**src/design/ffbra_pkg.sv**
```systemverilog
// ----------------------------------------------------------------------------
// ffbra_pkg
// Shared types and constants of the first-fit bitmap range allocator.
// ----------------------------------------------------------------------------
`default_nettype none
package ffbra_pkg;

   localparam int MODE_W    = 2;
   localparam int CNT_W     = 11;
   localparam int START_W   = 10;
   localparam int STEP_W    = 16;
   localparam int ADDR_W    = 64;
   localparam int STAT_W    = 3;
   localparam int SLOT_W    = 12;   // slot position plus headroom
   localparam int WORD_BITS = 32;   // bitmap word width
   localparam int CSR_IDX_W = 3;

   localparam logic [MODE_W-1:0] MODE_RESERVE = 2'd0;
   localparam logic [MODE_W-1:0] MODE_RELEASE = 2'd1;
   localparam logic [MODE_W-1:0] MODE_LOOKUP  = 2'd2;

   localparam logic [CSR_IDX_W-1:0] CSR_SLOTS   = 3'd0;
   localparam logic [CSR_IDX_W-1:0] CSR_STEP    = 3'd1;
   localparam logic [CSR_IDX_W-1:0] CSR_CPU     = 3'd2;
   localparam logic [CSR_IDX_W-1:0] CSR_GPU     = 3'd3;
   localparam logic [CSR_IDX_W-1:0] CSR_VISIBLE = 3'd4;

   typedef enum logic [STAT_W-1:0] {
      ST_OK           = 3'd0,
      ST_NO_SPACE     = 3'd1,
      ST_OUT_OF_RANGE = 3'd2,
      ST_NOT_VISIBLE  = 3'd3,
      ST_ALREADY_FREE = 3'd4
   } status_type;

   typedef enum logic [2:0] {
      S_CLEAR,
      S_IDLE,
      S_SCAN_RD,
      S_SCAN_GRP,
      S_MARK_RD,
      S_MARK_WR,
      S_LOOK1,
      S_LOOK2
   } state_type;

   typedef struct packed {
      logic               valid;
      status_type         status;
      logic [START_W-1:0] start;
      logic [CNT_W-1:0]   count;
      logic               cpu_en;
      logic               gpu_en;
   } rsp_type;

endpackage
`default_nettype wire

```
**src/design/ffbra_bitmap_ram.sv**
```systemverilog
// ----------------------------------------------------------------------------
// ffbra_bitmap_ram
// Occupancy bitmap memory: one write port, one registered read port.
// ----------------------------------------------------------------------------
`default_nettype none
module ffbra_bitmap_ram #(
   parameter int DEPTH = 32,
   parameter int AW    = 5
) (
   input  wire logic                           clock,
   input  wire logic                           we,
   input  wire logic [AW-1:0]                  waddr,
   input  wire logic [ffbra_pkg::WORD_BITS-1:0] wdata,
   input  wire logic                           re,
   input  wire logic [AW-1:0]                  raddr,
   output      logic [ffbra_pkg::WORD_BITS-1:0] rdata
);
   import ffbra_pkg::*;

   logic [WORD_BITS-1:0] mem [DEPTH];
   logic [WORD_BITS-1:0] rdata_ff;

   always_ff @(posedge clock) begin
      if (we) begin
         mem[waddr] <= wdata;
      end
      if (re) begin
         rdata_ff <= mem[raddr];   // held until the next read
      end
   end

   assign rdata = rdata_ff;

endmodule
`default_nettype wire

```
**src/design/ffbra_handle.sv**
```systemverilog
// ----------------------------------------------------------------------------
// ffbra_handle
// Handle generator: slot times step, then added to both base addresses.
// ----------------------------------------------------------------------------
`default_nettype none
module ffbra_handle (
   input  wire logic                          clock,
   input  wire logic [ffbra_pkg::CNT_W-1:0]   slot,
   input  wire logic [ffbra_pkg::STEP_W-1:0]  step,
   input  wire logic [ffbra_pkg::ADDR_W-1:0]  cpu_base,
   input  wire logic [ffbra_pkg::ADDR_W-1:0]  gpu_base,
   output      logic [ffbra_pkg::ADDR_W-1:0]  cpu_sum,
   output      logic [ffbra_pkg::ADDR_W-1:0]  gpu_sum
);
   import ffbra_pkg::*;

   logic [CNT_W+STEP_W-1:0] delta_ff, delta_in;
   logic [ADDR_W-1:0]       cpu_ff, cpu_in, gpu_ff, gpu_in;

   always_comb begin
      delta_in = (CNT_W+STEP_W)'(slot) * (CNT_W+STEP_W)'(step);
      cpu_in   = cpu_base + ADDR_W'(delta_ff);
      gpu_in   = gpu_base + ADDR_W'(delta_ff);
   end

   always_ff @(posedge clock) begin
      delta_ff <= delta_in;
      cpu_ff   <= cpu_in;
      gpu_ff   <= gpu_in;
   end

   assign cpu_sum = cpu_ff;
   assign gpu_sum = gpu_ff;

endmodule
`default_nettype wire

```
**src/design/ffbra_ctrl.sv**
```systemverilog
// ----------------------------------------------------------------------------
// ffbra_ctrl
// Sequencer: clearing pass, first-fit scan, range mark/release, lookup timing.
// ----------------------------------------------------------------------------
`default_nettype none
module ffbra_ctrl #(
   parameter int WORDS = 32,
   parameter int AW    = 5
) (
   input  wire logic                           clock,
   input  wire logic                           reset,
   input  wire logic                           start,
   output      logic                           busy,
   input  wire logic [ffbra_pkg::MODE_W-1:0]   mode,
   input  wire logic [ffbra_pkg::CNT_W-1:0]    offset,
   input  wire logic [ffbra_pkg::CNT_W-1:0]    count,
   input  wire logic [ffbra_pkg::CNT_W-1:0]    cap,
   input  wire logic                           visible,
   output      logic [ffbra_pkg::CNT_W-1:0]    look_slot,
   output      logic                           mem_we,
   output      logic [AW-1:0]                  mem_waddr,
   output      logic [ffbra_pkg::WORD_BITS-1:0] mem_wdata,
   output      logic                           mem_re,
   output      logic [AW-1:0]                  mem_raddr,
   input  wire logic [ffbra_pkg::WORD_BITS-1:0] mem_rdata,
   output      ffbra_pkg::rsp_type             rsp
);
   import ffbra_pkg::*;

   state_type            state_ff, state_in;
   logic [AW-1:0]        clr_ff, clr_in;
   logic [MODE_W-1:0]    mode_ff, mode_in;
   logic [CNT_W-1:0]     off_ff, off_in, cnt_ff, cnt_in, run_ff, run_in;
   logic [SLOT_W-1:0]    pos_ff, pos_in, cur_ff, cur_in, end_ff, end_in, strt_ff, strt_in;
   logic                 flag_ff, flag_in;
   rsp_type              rsp_ff, rsp_in;

   logic [CNT_W-1:0]     run;
   logic                 fnd, same;
   logic [SLOT_W-1:0]    endp, s;
   logic [4:0]           lo, hi;
   logic [WORD_BITS-1:0] mask;

   always_ff @(posedge clock) begin
      if (reset) begin
         state_ff <= S_CLEAR;
         clr_ff   <= '0;
         rsp_ff   <= '0;
      end else begin
         state_ff <= state_in;
         clr_ff   <= clr_in;
         rsp_ff   <= rsp_in;
      end
      mode_ff <= mode_in;
      off_ff  <= off_in;
      cnt_ff  <= cnt_in;
      run_ff  <= run_in;
      pos_ff  <= pos_in;
      cur_ff  <= cur_in;
      end_ff  <= end_in;
      strt_ff <= strt_in;
      flag_ff <= flag_in;
   end

   always_comb begin
      state_in  = state_ff;
      clr_in    = clr_ff;
      mode_in   = mode_ff;
      off_in    = off_ff;
      cnt_in    = cnt_ff;
      run_in    = run_ff;
      pos_in    = pos_ff;
      cur_in    = cur_ff;
      end_in    = end_ff;
      strt_in   = strt_ff;
      flag_in   = flag_ff;
      rsp_in    = '0;
      mem_we    = 1'b0;
      mem_waddr = AW'(cur_ff >> 5);
      mem_wdata = '0;
      mem_re    = 1'b0;
      mem_raddr = AW'(cur_ff >> 5);

      // eight-slot step of the run search
      run  = run_ff;
      fnd  = 1'b0;
      endp = '0;
      for (int k = 0; k < 8; k++) begin
         s = pos_ff + SLOT_W'(k);
         if (!fnd && s < SLOT_W'(cap)) begin
            run = mem_rdata[{pos_ff[4:3], 3'(k)}] ? '0 : run + 1'b1;
            if (run == cnt_ff) begin
               fnd  = 1'b1;
               endp = s;
            end
         end
      end

      // bit mask of the current word within [cur, end]
      same = (cur_ff[SLOT_W-1:5] == end_ff[SLOT_W-1:5]);
      lo   = cur_ff[4:0];
      hi   = same ? end_ff[4:0] : 5'd31;
      for (int b = 0; b < WORD_BITS; b++) begin
         mask[b] = (5'(b) >= lo) && (5'(b) <= hi);
      end

      unique case (state_ff)
         S_CLEAR: begin
            mem_we    = 1'b1;
            mem_waddr = clr_ff;
            mem_wdata = '0;
            clr_in    = clr_ff + 1'b1;
            if (clr_ff == AW'(WORDS - 1)) begin
               state_in = S_IDLE;
            end
         end
         S_IDLE: begin
            if (start) begin
               mode_in = mode;
               off_in  = offset;
               cnt_in  = count;
               flag_in = 1'b0;
               rsp_in.status = ST_OK;
               priority if (mode == MODE_RESERVE) begin
                  if (count == '0) begin
                     rsp_in.valid = 1'b1;
                  end else if (count > cap) begin
                     rsp_in.valid  = 1'b1;
                     rsp_in.status = ST_NO_SPACE;
                  end else begin
                     pos_in   = '0;
                     run_in   = '0;
                     state_in = S_SCAN_RD;
                  end
               end else if (mode == MODE_RELEASE) begin
                  if (count == '0) begin
                     rsp_in.valid = 1'b1;
                  end else if (offset > cap || count > cap - offset) begin
                     rsp_in.valid  = 1'b1;
                     rsp_in.status = ST_OUT_OF_RANGE;
                  end else begin
                     cur_in   = SLOT_W'(offset);
                     end_in   = SLOT_W'(offset) + SLOT_W'(count) - 1'b1;
                     state_in = S_MARK_RD;
                  end
               end else if (mode == MODE_LOOKUP) begin
                  if (offset >= cap) begin
                     rsp_in.valid  = 1'b1;
                     rsp_in.status = ST_OUT_OF_RANGE;
                  end else begin
                     state_in = S_LOOK1;
                  end
               end else begin
                  rsp_in.valid  = 1'b1;
                  rsp_in.status = ST_OUT_OF_RANGE;
               end
            end
         end
         S_SCAN_RD: begin
            mem_re    = 1'b1;
            mem_raddr = AW'(pos_ff >> 5);
            state_in  = S_SCAN_GRP;
         end
         S_SCAN_GRP: begin
            run_in = run;
            if (fnd) begin
               strt_in  = endp + 1'b1 - SLOT_W'(cnt_ff);
               cur_in   = endp + 1'b1 - SLOT_W'(cnt_ff);
               end_in   = endp;
               state_in = S_MARK_RD;
            end else if (pos_ff + SLOT_W'(8) >= SLOT_W'(cap)) begin
               rsp_in.valid  = 1'b1;
               rsp_in.status = ST_NO_SPACE;
               state_in      = S_IDLE;
            end else begin
               pos_in = pos_ff + SLOT_W'(8);
               if (pos_ff[4:3] == 2'd3) begin
                  state_in = S_SCAN_RD;
               end
            end
         end
         S_MARK_RD: begin
            mem_re   = 1'b1;
            state_in = S_MARK_WR;
         end
         S_MARK_WR: begin
            mem_we = 1'b1;
            if (mode_ff == MODE_RELEASE) begin
               mem_wdata = mem_rdata & ~mask;
               flag_in   = flag_ff | ((mem_rdata & mask) != mask);
            end else begin
               mem_wdata = mem_rdata | mask;
            end
            if (same) begin
               rsp_in.valid = 1'b1;
               state_in     = S_IDLE;
               if (mode_ff == MODE_RELEASE) begin
                  rsp_in.status = flag_in ? ST_ALREADY_FREE : ST_OK;
               end else begin
                  rsp_in.status = ST_OK;
                  rsp_in.start  = START_W'(strt_ff);
                  rsp_in.count  = cnt_ff;
               end
            end else begin
               cur_in   = {cur_ff[SLOT_W-1:5] + 1'b1, 5'd0};
               state_in = S_MARK_RD;
            end
         end
         S_LOOK1: begin
            state_in = S_LOOK2;
         end
         S_LOOK2: begin
            rsp_in.valid  = 1'b1;
            rsp_in.status = visible ? ST_OK : ST_NOT_VISIBLE;
            rsp_in.cpu_en = 1'b1;
            rsp_in.gpu_en = visible;
            state_in      = S_IDLE;
         end
         default: begin
            state_in = S_IDLE;
         end
      endcase
   end

   assign busy      = (state_ff != S_IDLE);
   assign look_slot = off_ff;
   assign rsp       = rsp_ff;

endmodule
`default_nettype wire

```
**src/design/first_fit_bitmap_range_allocator_top.sv**
```systemverilog
// ----------------------------------------------------------------------------
// first_fit_bitmap_range_allocator_top
// First-fit contiguous slot allocator over a word-wide occupancy bitmap.
// ----------------------------------------------------------------------------
// Channel | Ports                                   | Transfer
// req     | start, busy, req_mode/offset/count      | start && !busy
// rsp     | rsp_strobe, rsp_status ... gpu_handle   | one cycle, no backpressure
// csr     | csr_valid, csr_ready, csr_index/wdata   | csr_valid && csr_ready
//
// Reserve scans the bitmap eight slots a cycle, pausing for a read of each
// 32-bit word, then reads and writes back each word that it marks. Release
// reads and writes back each word touched; lookup registers a multiply, then
// an add; immediate cases answer from idle. The single bitmap memory sets the pace.
// Reset: a clearing pass writes every bitmap word, busy high.
// The receiver cannot stall: each result is shown for exactly one cycle.
// ----------------------------------------------------------------------------
`default_nettype none
module first_fit_bitmap_range_allocator_top #(
   parameter int MAX_SLOTS = 1024
) (
   input  wire logic                            clock,
   input  wire logic                            reset,
   input  wire logic                            start,
   output      logic                            busy,
   input  wire logic [ffbra_pkg::MODE_W-1:0]    req_mode,
   input  wire logic [ffbra_pkg::CNT_W-1:0]     req_request_offset,
   input  wire logic [ffbra_pkg::CNT_W-1:0]     req_request_count,
   output      logic                            rsp_strobe,
   output      logic [ffbra_pkg::STAT_W-1:0]    rsp_status,
   output      logic [ffbra_pkg::START_W-1:0]   rsp_range_start,
   output      logic [ffbra_pkg::CNT_W-1:0]     rsp_range_count,
   output      logic [ffbra_pkg::ADDR_W-1:0]    rsp_cpu_handle,
   output      logic [ffbra_pkg::ADDR_W-1:0]    rsp_gpu_handle,
   input  wire logic                            csr_valid,
   output      logic                            csr_ready,
   input  wire logic [ffbra_pkg::CSR_IDX_W-1:0] csr_index,
   input  wire logic [ffbra_pkg::ADDR_W-1:0]    csr_wdata
);
   import ffbra_pkg::*;

   localparam int WORDS = (MAX_SLOTS + WORD_BITS - 1) / WORD_BITS;
   localparam int AW    = (WORDS > 1) ? $clog2(WORDS) : 1;
   // largest capacity reachable through the 11-bit slot count
   localparam logic [CNT_W-1:0] MAX_CAP =
      (MAX_SLOTS > 2047) ? CNT_W'(2047) : CNT_W'(MAX_SLOTS);

   // configuration transactions
   logic [CNT_W-1:0]  slots_ff;
   logic [STEP_W-1:0] step_ff;
   logic [ADDR_W-1:0] cpu_base_ff, gpu_base_ff;
   logic              vis_ff;

   always_ff @(posedge clock) begin
      if (reset) begin
         slots_ff    <= CNT_W'(1024);
         step_ff     <= STEP_W'(32);
         cpu_base_ff <= '0;
         gpu_base_ff <= '0;
         vis_ff      <= 1'b0;
      end else if (csr_valid) begin
         unique case (csr_index)
            CSR_SLOTS:   slots_ff    <= csr_wdata[CNT_W-1:0];
            CSR_STEP:    step_ff     <= csr_wdata[STEP_W-1:0];
            CSR_CPU:     cpu_base_ff <= csr_wdata;
            CSR_GPU:     gpu_base_ff <= csr_wdata;
            CSR_VISIBLE: vis_ff      <= csr_wdata[0];
            default: ;   // unmapped index, dropped
         endcase
      end
   end

   assign csr_ready = 1'b1;

   logic [CNT_W-1:0] cap;
   assign cap = (slots_ff > MAX_CAP) ? MAX_CAP : slots_ff;

   logic                 mem_we, mem_re;
   logic [AW-1:0]        mem_waddr, mem_raddr;
   logic [WORD_BITS-1:0] mem_wdata, mem_rdata;
   logic [CNT_W-1:0]     look_slot;
   logic [ADDR_W-1:0]    cpu_sum, gpu_sum;
   rsp_type              rsp;

   ffbra_bitmap_ram #(.DEPTH(WORDS), .AW(AW)) u_ram (
      .clock (clock),
      .we    (mem_we),
      .waddr (mem_waddr),
      .wdata (mem_wdata),
      .re    (mem_re),
      .raddr (mem_raddr),
      .rdata (mem_rdata)
   );

   ffbra_handle u_handle (
      .clock    (clock),
      .slot     (look_slot),
      .step     (step_ff),
      .cpu_base (cpu_base_ff),
      .gpu_base (gpu_base_ff),
      .cpu_sum  (cpu_sum),
      .gpu_sum  (gpu_sum)
   );

   ffbra_ctrl #(.WORDS(WORDS), .AW(AW)) u_ctrl (
      .clock     (clock),
      .reset     (reset),
      .start     (start),
      .busy      (busy),
      .mode      (req_mode),
      .offset    (req_request_offset),
      .count     (req_request_count),
      .cap       (cap),
      .visible   (vis_ff),
      .look_slot (look_slot),
      .mem_we    (mem_we),
      .mem_waddr (mem_waddr),
      .mem_wdata (mem_wdata),
      .mem_re    (mem_re),
      .mem_raddr (mem_raddr),
      .mem_rdata (mem_rdata),
      .rsp       (rsp)
   );

   // result transaction; CPU handle in an in-range lookup, GPU handle only when visible
   assign rsp_strobe      = rsp.valid;
   assign rsp_status      = rsp.status;
   assign rsp_range_start = rsp.start;
   assign rsp_range_count = rsp.count;
   assign rsp_cpu_handle  = rsp.cpu_en ? cpu_sum : '0;
   assign rsp_gpu_handle  = rsp.gpu_en ? gpu_sum : '0;

   // an accepted request either responds next cycle or keeps the block busy
   a_accept_progress: assert property (@(posedge clock) disable iff (reset)
      (start && !busy) |=> (busy || rsp_strobe))
      else $error("accepted request neither answered nor in progress");

   a_status_code: assert property (@(posedge clock) disable iff (reset)
      rsp_strobe |-> (rsp_status <= ST_ALREADY_FREE))
      else $error("result status outside the defined codes");

   a_fail_no_range: assert property (@(posedge clock) disable iff (reset)
      (rsp_strobe && rsp_status != ST_OK) |-> (rsp_range_count == '0))
      else $error("failed request reports a reserved range");

   a_range_in_heap: assert property (@(posedge clock) disable iff (reset)
      (rsp_strobe && rsp_range_count != '0) |->
      ((SLOT_W'(rsp_range_start) + SLOT_W'(rsp_range_count)) <= SLOT_W'(cap)))
      else $error("reserved range extends past the heap");

endmodule
`default_nettype wire
```
**config.mk**
```make
export PLATFORM = sky130hd
export DESIGN_NAME = first_fit_bitmap_range_allocator_top
export DESIGN_NICKNAME = d
export VERILOG_FILES = /design/src/design/ffbra_pkg.sv /design/src/design/ffbra_bitmap_ram.sv /design/src/design/ffbra_handle.sv /design/src/design/ffbra_ctrl.sv /design/src/design/first_fit_bitmap_range_allocator_top.sv
export SDC_FILE = /design/constraint.sdc
export NUM_CORES = 2
export LEC_CHECK = 0
export BUFFER_PORTS_ARGS = -buffer_cell sky130_fd_sc_hd__buf_4
export CAP_MARGIN = 40
export CORE_ASPECT_RATIO = 0.9
export CORE_UTILIZATION = 60
export CTS_CLUSTER_DIAMETER = 80
export DETAILED_ROUTE_END_ITERATION = 12
export PLACE_DENSITY = 0.83
export REMOVE_ABC_BUFFERS = 1
export SETUP_SLACK_MARGIN = 0.02
export SLEW_MARGIN = 20
export SYNTH_ARGS = -nofsm -noshare
export SYNTH_HDL_FRONTEND = slang
export SYNTH_SLANG_ARGS = --single-unit
```
**constraint.sdc**
```tcl
create_clock -name clock -period 19.85 [get_ports clock]
set_clock_uncertainty 0.2 [all_clocks]
set_input_delay 1.985 -clock clock [delete_from_list [all_inputs] [get_ports clock]]
set_output_delay 1.985 -clock clock [all_outputs]
set_load 0.01 [all_outputs]
```
# --- Yosys cells after proc, flatten, opt, wreduce, memory -nomap -nowiden ---
# Memory sizes are Yosys's and may differ from the RTL's. A register that Yosys moved wholly into a read port is not among the register bits.
# Cells that the tools add are included.
word_totals:
  register_bits: 428
  ramBits: 1024
  output_inout_bits: 155
  memories: 1
mem_list:
  columns: ["name", "depth", "word_bits", "rd", "rd_clocked_by_memory_dff", "write_ports", "line_no", "source"]
  rows:
  - ["u_ram.mem", 32, 32, 1, 1, 1, "ffbra_bitmap_ram.sv:20", "logic [WORD_BITS-1:0] mem [DEPTH];"]
op_classes:
  addsub: 25
  n_mul: 1
  magnitude_cmp: 86
  eq_ne: 46
  n_mux: 142
  n_bitwise: 8
  n_reduce_logical: 71
op_table:
  columns: ["operator", "n"]
  rows:
  - ["12-bit two-way mux", 35]
  - ["11-bit two-way mux", 21]
  - ["64-bit by 27-bit adder with 64-bit output", 2]
  - ["64-bit two-way mux", 2]
  - ["12-bit by 11-bit < comparator with 1-bit output", 8]
  - ["11-bit by 1-bit adder with 11-bit output, second input constant", 8]
  - ["11-bit equality test", 8]
  - ["5-bit greater-or-equal comparator, first input constant", 16]
  - ["5-bit less-or-equal comparator, first input constant", 16]
  - ["32-bit AND", 2]
  - ["32-bit two-way mux", 2]
  - ["3-bit two-way mux", 18]
  - ["12-bit by 3-bit adder with 12-bit output, second input constant", 4]
  - ["5-bit by 6-bit < comparator with 1-bit output, second input constant", 8]
  - ["12-bit one-hot mux with 2 select lines", 2]
  - ["4-bit by 5-bit greater-or-equal comparator with 1-bit output, first input constant", 8]
  - ["4-bit by 5-bit less-or-equal comparator with 1-bit output, first input constant", 8]
  - ["1-bit logical AND", 39]
  - ["4-bit two-way mux", 9]
  - ["12-bit one-hot mux with 3 select lines", 1]
  - ["11-bit > comparator", 3]
  - ["1-bit two-way mux", 33]
  - ["32-bit != test", 1]
  - ["32-bit NOT", 1]
  - ["other kinds (59)", 124]

# --- Depth between registers and ports, before layout ---
logic_depth:
  ltp_word: 37
  depth_mapped: 83
  depth_no_buf: 72

# --- By module ---
# From an unflattened synthesis, not the netlist that was laid out.
unflattened:
  cells_unflattened: 6723
  hier_area_um2: 77868.4
by_module_without_submodules:
  columns: ["mod", "n_inst", "cells_each", "area_per_inst_um2"]
  rows:
  - ["ffbra_bitmap_ram", 1, 2260, 40812.9]
  - ["ffbra_ctrl", 1, 2251, 16689.8]
  - ["ffbra_handle", 1, 1474, 13081.3]
  - ["first_fit_bitmap_range_allocator_top", 1, 738, 7284.5]

# --- Worst setup path before layout ---
# No wires, ideal clock.
synth_timing:
  path_type: "reg2reg"
  start: "register u_ctrl.pos_ff[3]"
  end: "register u_ctrl.cur_ff[11] (data pin)"
  setup_time_ns: 0.271
  t_arrival_ns: 15.451
  setup_slack_ns: 3.927
  stages_incl_launch_ff: 79
  synth_period_minus_slack_ns: 15.923
  cell_sequence: "edfxtp_1 -> buf_4 -> clkbuf_1 -> clkbuf_1 -> inv_1 -> ha_1 -> nor4_2 -> o311ai_2 -> o211ai_1 -> buf_2 -> clkbuf_1 -> a21oi_1 -> inv_1 -> ha_1 -> clkbuf_1 -> o2111ai_1 -> a211o_1 -> or4_1 -> (+43 left out) -> and4_4 -> ha_1 -> inv_1 -> ha_1 -> inv_1 -> fa_1 -> inv_1 -> a21oi_1 -> o21bai_1 -> a21oi_1 -> o21bai_1 -> a21oi_1 -> nor2_1 -> o21ai_0 -> nand2b_1 -> a21oi_1 -> xnor2_1 -> o22ai_1"
synth_between:
  elab_chain_cells: 37
  elab_cells_between_ends: 109
synth_lines:
  columns: ["element", "line_no", "source"]
  rows:
  - ["start, declared", "ffbra_ctrl.sv:34", "logic [SLOT_W-1:0] pos_ff, pos_in, cur_ff, cur_in, end_ff, end_in, strt_ff, strt_in;"]
  - ["start signal, assigned", "ffbra_ctrl.sv:58", "pos_ff <= pos_in;"]
  - ["branches (longest 32 deep; another with 12-bit by 11-bit < comparator with 1-bit output)", null, null]
  - ["12-bit two-way mux (*)", "ffbra_ctrl.sv:90", "if (!fnd && s < SLOT_W'(cap)) begin"]
  - ["12-bit by 1-bit adder with 12-bit output (*)", null, null]
  - ["12-bit by 11-bit subtractor with 12-bit output (*)", null, null]
  - ["12-bit two-way mux (*)", "ffbra_ctrl.sv:166", "if (fnd) begin"]
  - ["12-bit one-hot mux with 3 select lines (*)", "ffbra_ctrl.sv:107", "unique case (state_ff)"]
  - ["end signal, assigned", "ffbra_ctrl.sv:59", "cur_ff <= cur_in;"]
  - ["end, declared", "ffbra_ctrl.sv:34", null]
# Mark *: on every way between the ends. The select of a mux whose other input is x is not followed.
# A chain may end at the register's enable or synchronous reset.

# --- Worst setup path in the final report ---
layout_timing:
  start: "register slots_ff[10]"
  end: "register u_ctrl.cur_ff[11] (data pin)"
layout_between:
  elab_chain_cells: 37
  elab_cells_between_ends: 84
layout_lines:
  columns: ["element", "line_no", "source"]
  rows:
  - ["start, declared", "first_fit_bitmap_range_allocator_top.sv:48", "logic [CNT_W-1:0] slots_ff;"]
  - ["start signal, assigned", "first_fit_bitmap_range_allocator_top.sv:62", "CSR_SLOTS: slots_ff <= csr_wdata[CNT_W-1:0];"]
  - ["11-bit > comparator", "first_fit_bitmap_range_allocator_top.sv:75", "assign cap = (slots_ff > MAX_CAP) ? MAX_CAP : slots_ff;"]
  - ["11-bit two-way mux (*)", "first_fit_bitmap_range_allocator_top.sv:75", null]
  - ["branches (longest 30 deep; another with 12-bit by 11-bit < comparator with 1-bit output)", null, null]
  - ["12-bit two-way mux (*)", "ffbra_ctrl.sv:90", null]
  - ["12-bit by 1-bit adder with 12-bit output (*)", null, null]
  - ["12-bit by 11-bit subtractor with 12-bit output (*)", null, null]
  - ["12-bit two-way mux (*)", "ffbra_ctrl.sv:166", null]
  - ["12-bit one-hot mux with 3 select lines (*)", "ffbra_ctrl.sv:107", null]
# Marked as above.

==> impl_metrics.tcl <==
set metrics [dict create \
    synth-compound-area-share_pct 9.18 \
    drive_gt1_share_pct 15.9 \
    first_global_vias 54400 \
    drt-met1-wl_um 89900 \
    max_slew_margin_pct 33.6 \
    synth_top_family_by_area "simple AND/OR/NAND/NOR gates" \
    fin_crit_ns 18.40 \
    critical_path_class "reg2reg" \
    tightest_slew_ns 0.996 \
    cts_setup_buffers 0 \
    pin_count 250 \
    clk_pin_slew_ns 0.07 \
    drv_cap 0 \
    fin_util_pct 67.9 \
    worst_ep_required_time_ns 20.16 \
    hold_violations 0 \
    syn_inst 6430 \
    wl_met3_um 27000 \
    port_buffers 248 \
    ctsResizeCount 0 \
    final_area_um2 85100 \
    setup_viol 0 \
    cts_root_buf "clkbuf_16" \
    synth_edf_count 1135 \
    grt_pass1_wl_um 350000 \
    ys.flop_type "edfxtp_1" \
    worstSkewPairLatency_ns 0.80 \
    fp.dieW_um 377 \
    slowest_delay_ns 0.63 \
    start_util_pct 60.7 \
    p_total_mw 6.51 \
    synth.avg_cell_area_um2 11.8 \
    dpl-instance-area_um2 80100 \
    routed.top_layer "met5" \
    clock-sinks 1481 \
    dieArea_um2 128000 \
    preCtsSetupSlack_ns 1.92 \
    crit_slowest_cell "and2_1" \
    p_leak_nw 30.9 \
    ys_async_sr_fraction_pct 0 \
    core_area_um2 125000 \
    power_density_nw_per_um2 76.4 \
    yosysWarnings 0 \
    grt_max_degree 147 \
    numCtsBuffers 146 \
    fmax_mhz 54.4 \
    ys_ff_latch 1481 \
    ir_drop_mv 0.0834 \
    hpwl_um 149000 \
    syn_to_final_growth_pct 12.0 \
    synth_mux_area_share_pct 8.87 \
    final_nets 7071 \
    ys_types 129 \
    drcViolationCount 0 \
    ant_nets 0 \
    worstSetupEndpointType "register" \
    htreeDepth 4 \
    crit_arrival_ns 18.71 \
    drt-pass1-iter-count 6 \
    die_h_um 340 \
    hold-worst-slack_ns 0.248 \
    rsz0062_at_grt "no" \
    wire_per_inst_um 28.4 \
    vias 55900 \
    clockBufferDepth 3 \
    drt_iter0_drc 7097 \
    cts_tree "done" \
    synth-seq-area-share_pct 54.0 \
    rows 123 \
    antenna_found_initial 4 \
    cts_hold_buf 0 \
    worst_slack_ns 1.45 \
    slew_violations 0 \
    cp_max_fo 19 \
    grt.total_usage_pct 37.1 \
    synth_xor_area_share_pct 2.87 \
    min_path_type "reg2reg" \
    synth_simple_gate_area_share_pct 14.3 \
    startpoint_type "register" \
    wl_met2_um 110000 \
    gp_congestion 0.978 \
    synth_fa_ha_area_share_pct 7.10 \
    fin_crit_sh_pct 92.7 \
    drt_wl_total_um 240000 \
    via_per_inst 6.63 \
    outcome "completed" \
    path_common_cell "ha_1" \
    syn_area_um2 76000 \
    grt_overflow 0 \
]
==> final cells by class <==
type | count | area, um2
clock inverter | 82 | 925
tap | 1687 | 2110
inverter | 322 | 1210
multi-input combinational | 4261 | 32500
sequential | 1481 | 41000
clock buffer | 184 | 3930
fill | 8717 | 40200
timing repair buffer | 411 | 3380
antenna | 1 | 2.50
==> power breakdown <==
part	total, mW	internal [mW]	switching [mW]
Combinational	0.293	0.110	0.183
Clock	2.83	1.59	1.23
Sequential	3.39	3.36	0.0286
Total	6.51	5.06	1.44
==> worst paths after layout <==
path,startpoint,end,slack [ns],cells past startpoint
hold reg to reg,u_ctrl.strt_ff[2],u_ctrl.rsp[15],0.25,1
hold / removal,u_ctrl.strt_ff[2],u_ctrl.rsp[15],0.25,1
setup reg to reg,slots_ff[10],u_ctrl.cur_ff[11],1.45,68
setup / recovery,slots_ff[10],u_ctrl.cur_ff[11],1.45,68
==> per-layer routing <==
layer	GRT usage, %	vias up
met5	0	-
met4	17.7	2
li1	-	23800
met3	8.03	790
met2	57.9	3876
met1	49.7	27400
==> worst max-delay path: cells and delay by family (launching register included) <==
family,cells,cell delay [ns]
AND/OR/NAND/NOR,17,5.08
buffers and inverters,5,0.65
flip-flops,1,0.37
XOR/XNOR,3,0.47
AO/OA/AOI/OAI,30,6.84
adder cells (fa/ha/maj),8,2.58
multiplexers,5,1.90
==> cells in the mapped netlist, types with 130 or more instances <==
master,number,area (um2)
a21oi_1,358,1790
fa_1,130,2600
ha_1,223,2790
clkbuf_1,258,968
nor2_1,339,1270
and2_1,274,1710
o21ai_0,204,1020
inv_1,313,1170
mux4_2,258,5810
xnor2_1,181,1590
nand2_1,946,3550
nand3_1,266,1330
dfxtp_1,346,6930
edfxtp_1,1135,34100
==> state kept, by name, indices dropped and copies added, names as in the netlist, 5 cells and up <==
| register | count |
|---|---|
| u_ctrl.look_slot | 11 |
| gpu_base_ff | 64 |
| u_handle.cpu_sum | 64 |
| u_ctrl.rsp | 27 |
| u_handle.gpu_sum | 64 |
| u_ctrl.pos_ff | 9 |
| u_ctrl.run_ff | 11 |
| u_ctrl.clr_ff | 5 |
| u_ram.mem | 1024 |
| u_ctrl.end_ff | 12 |
| u_ctrl.strt_ff | 10 |
| u_handle.delta_ff | 27 |
| step_ff | 16 |
| u_ctrl.cnt_ff | 11 |
| cpu_base_ff | 64 |
| u_ctrl.cur_ff | 12 |
| u_ram.rdata | 32 |
| slots_ff | 11 |
==> cell usage in the layout, fill, tap and decap left out, types with 45 or more instances in the layout <==
master	synthesis	layout
edfxtp_1	1135	1135
nand2_1	946	946
buf_4	33	379
a21oi_1	358	357
dfxtp_1	346	344
inv_1	313	313
nor2_1	339	298
and2_1	274	274
nand3_1	266	264
mux4_2	258	258
ha_1	223	223
o21ai_0	204	203
xnor2_1	181	181
clkbuf_16	0	149
fa_1	130	130
nor3_1	86	84
mux2i_1	69	65
and3_1	60	59
xor2_1	57	57
nand4_1	45	45
==> per-stage QoR <==
| stage | std cells | TNS (ns) |
|---|---|---|
| 5_1_grt | 8429 | 0 |
| 2_1_floorplan | 6064 | -204.51 |
| 3_5_place_dp | 8153 | 0 |
| 3_3_place_gp | 8129 | 0 |
| 6_report | 8429 | 0 |
| 4_1_cts | 8419 | 0 |
==> cell families (layout without fill, tap and decap cells) <==
| kind of cell | after synthesis | after routing |
|---|---|---|
| adders and majority gates | 353 | 353 |
| and+or+nand+nor | 2269 | 2269 |
| other | 1 | 2 |
| AOI/OAI and AO/OA | 1047 | 1047 |
| xor gates and xnor gates | 243 | 243 |
| DFF | 1481 | 1481 |
| muxes | 348 | 348 |
| buffers and inverters | 688 | 999 |
No activity file was read; power rests on OpenSTA's default activity.
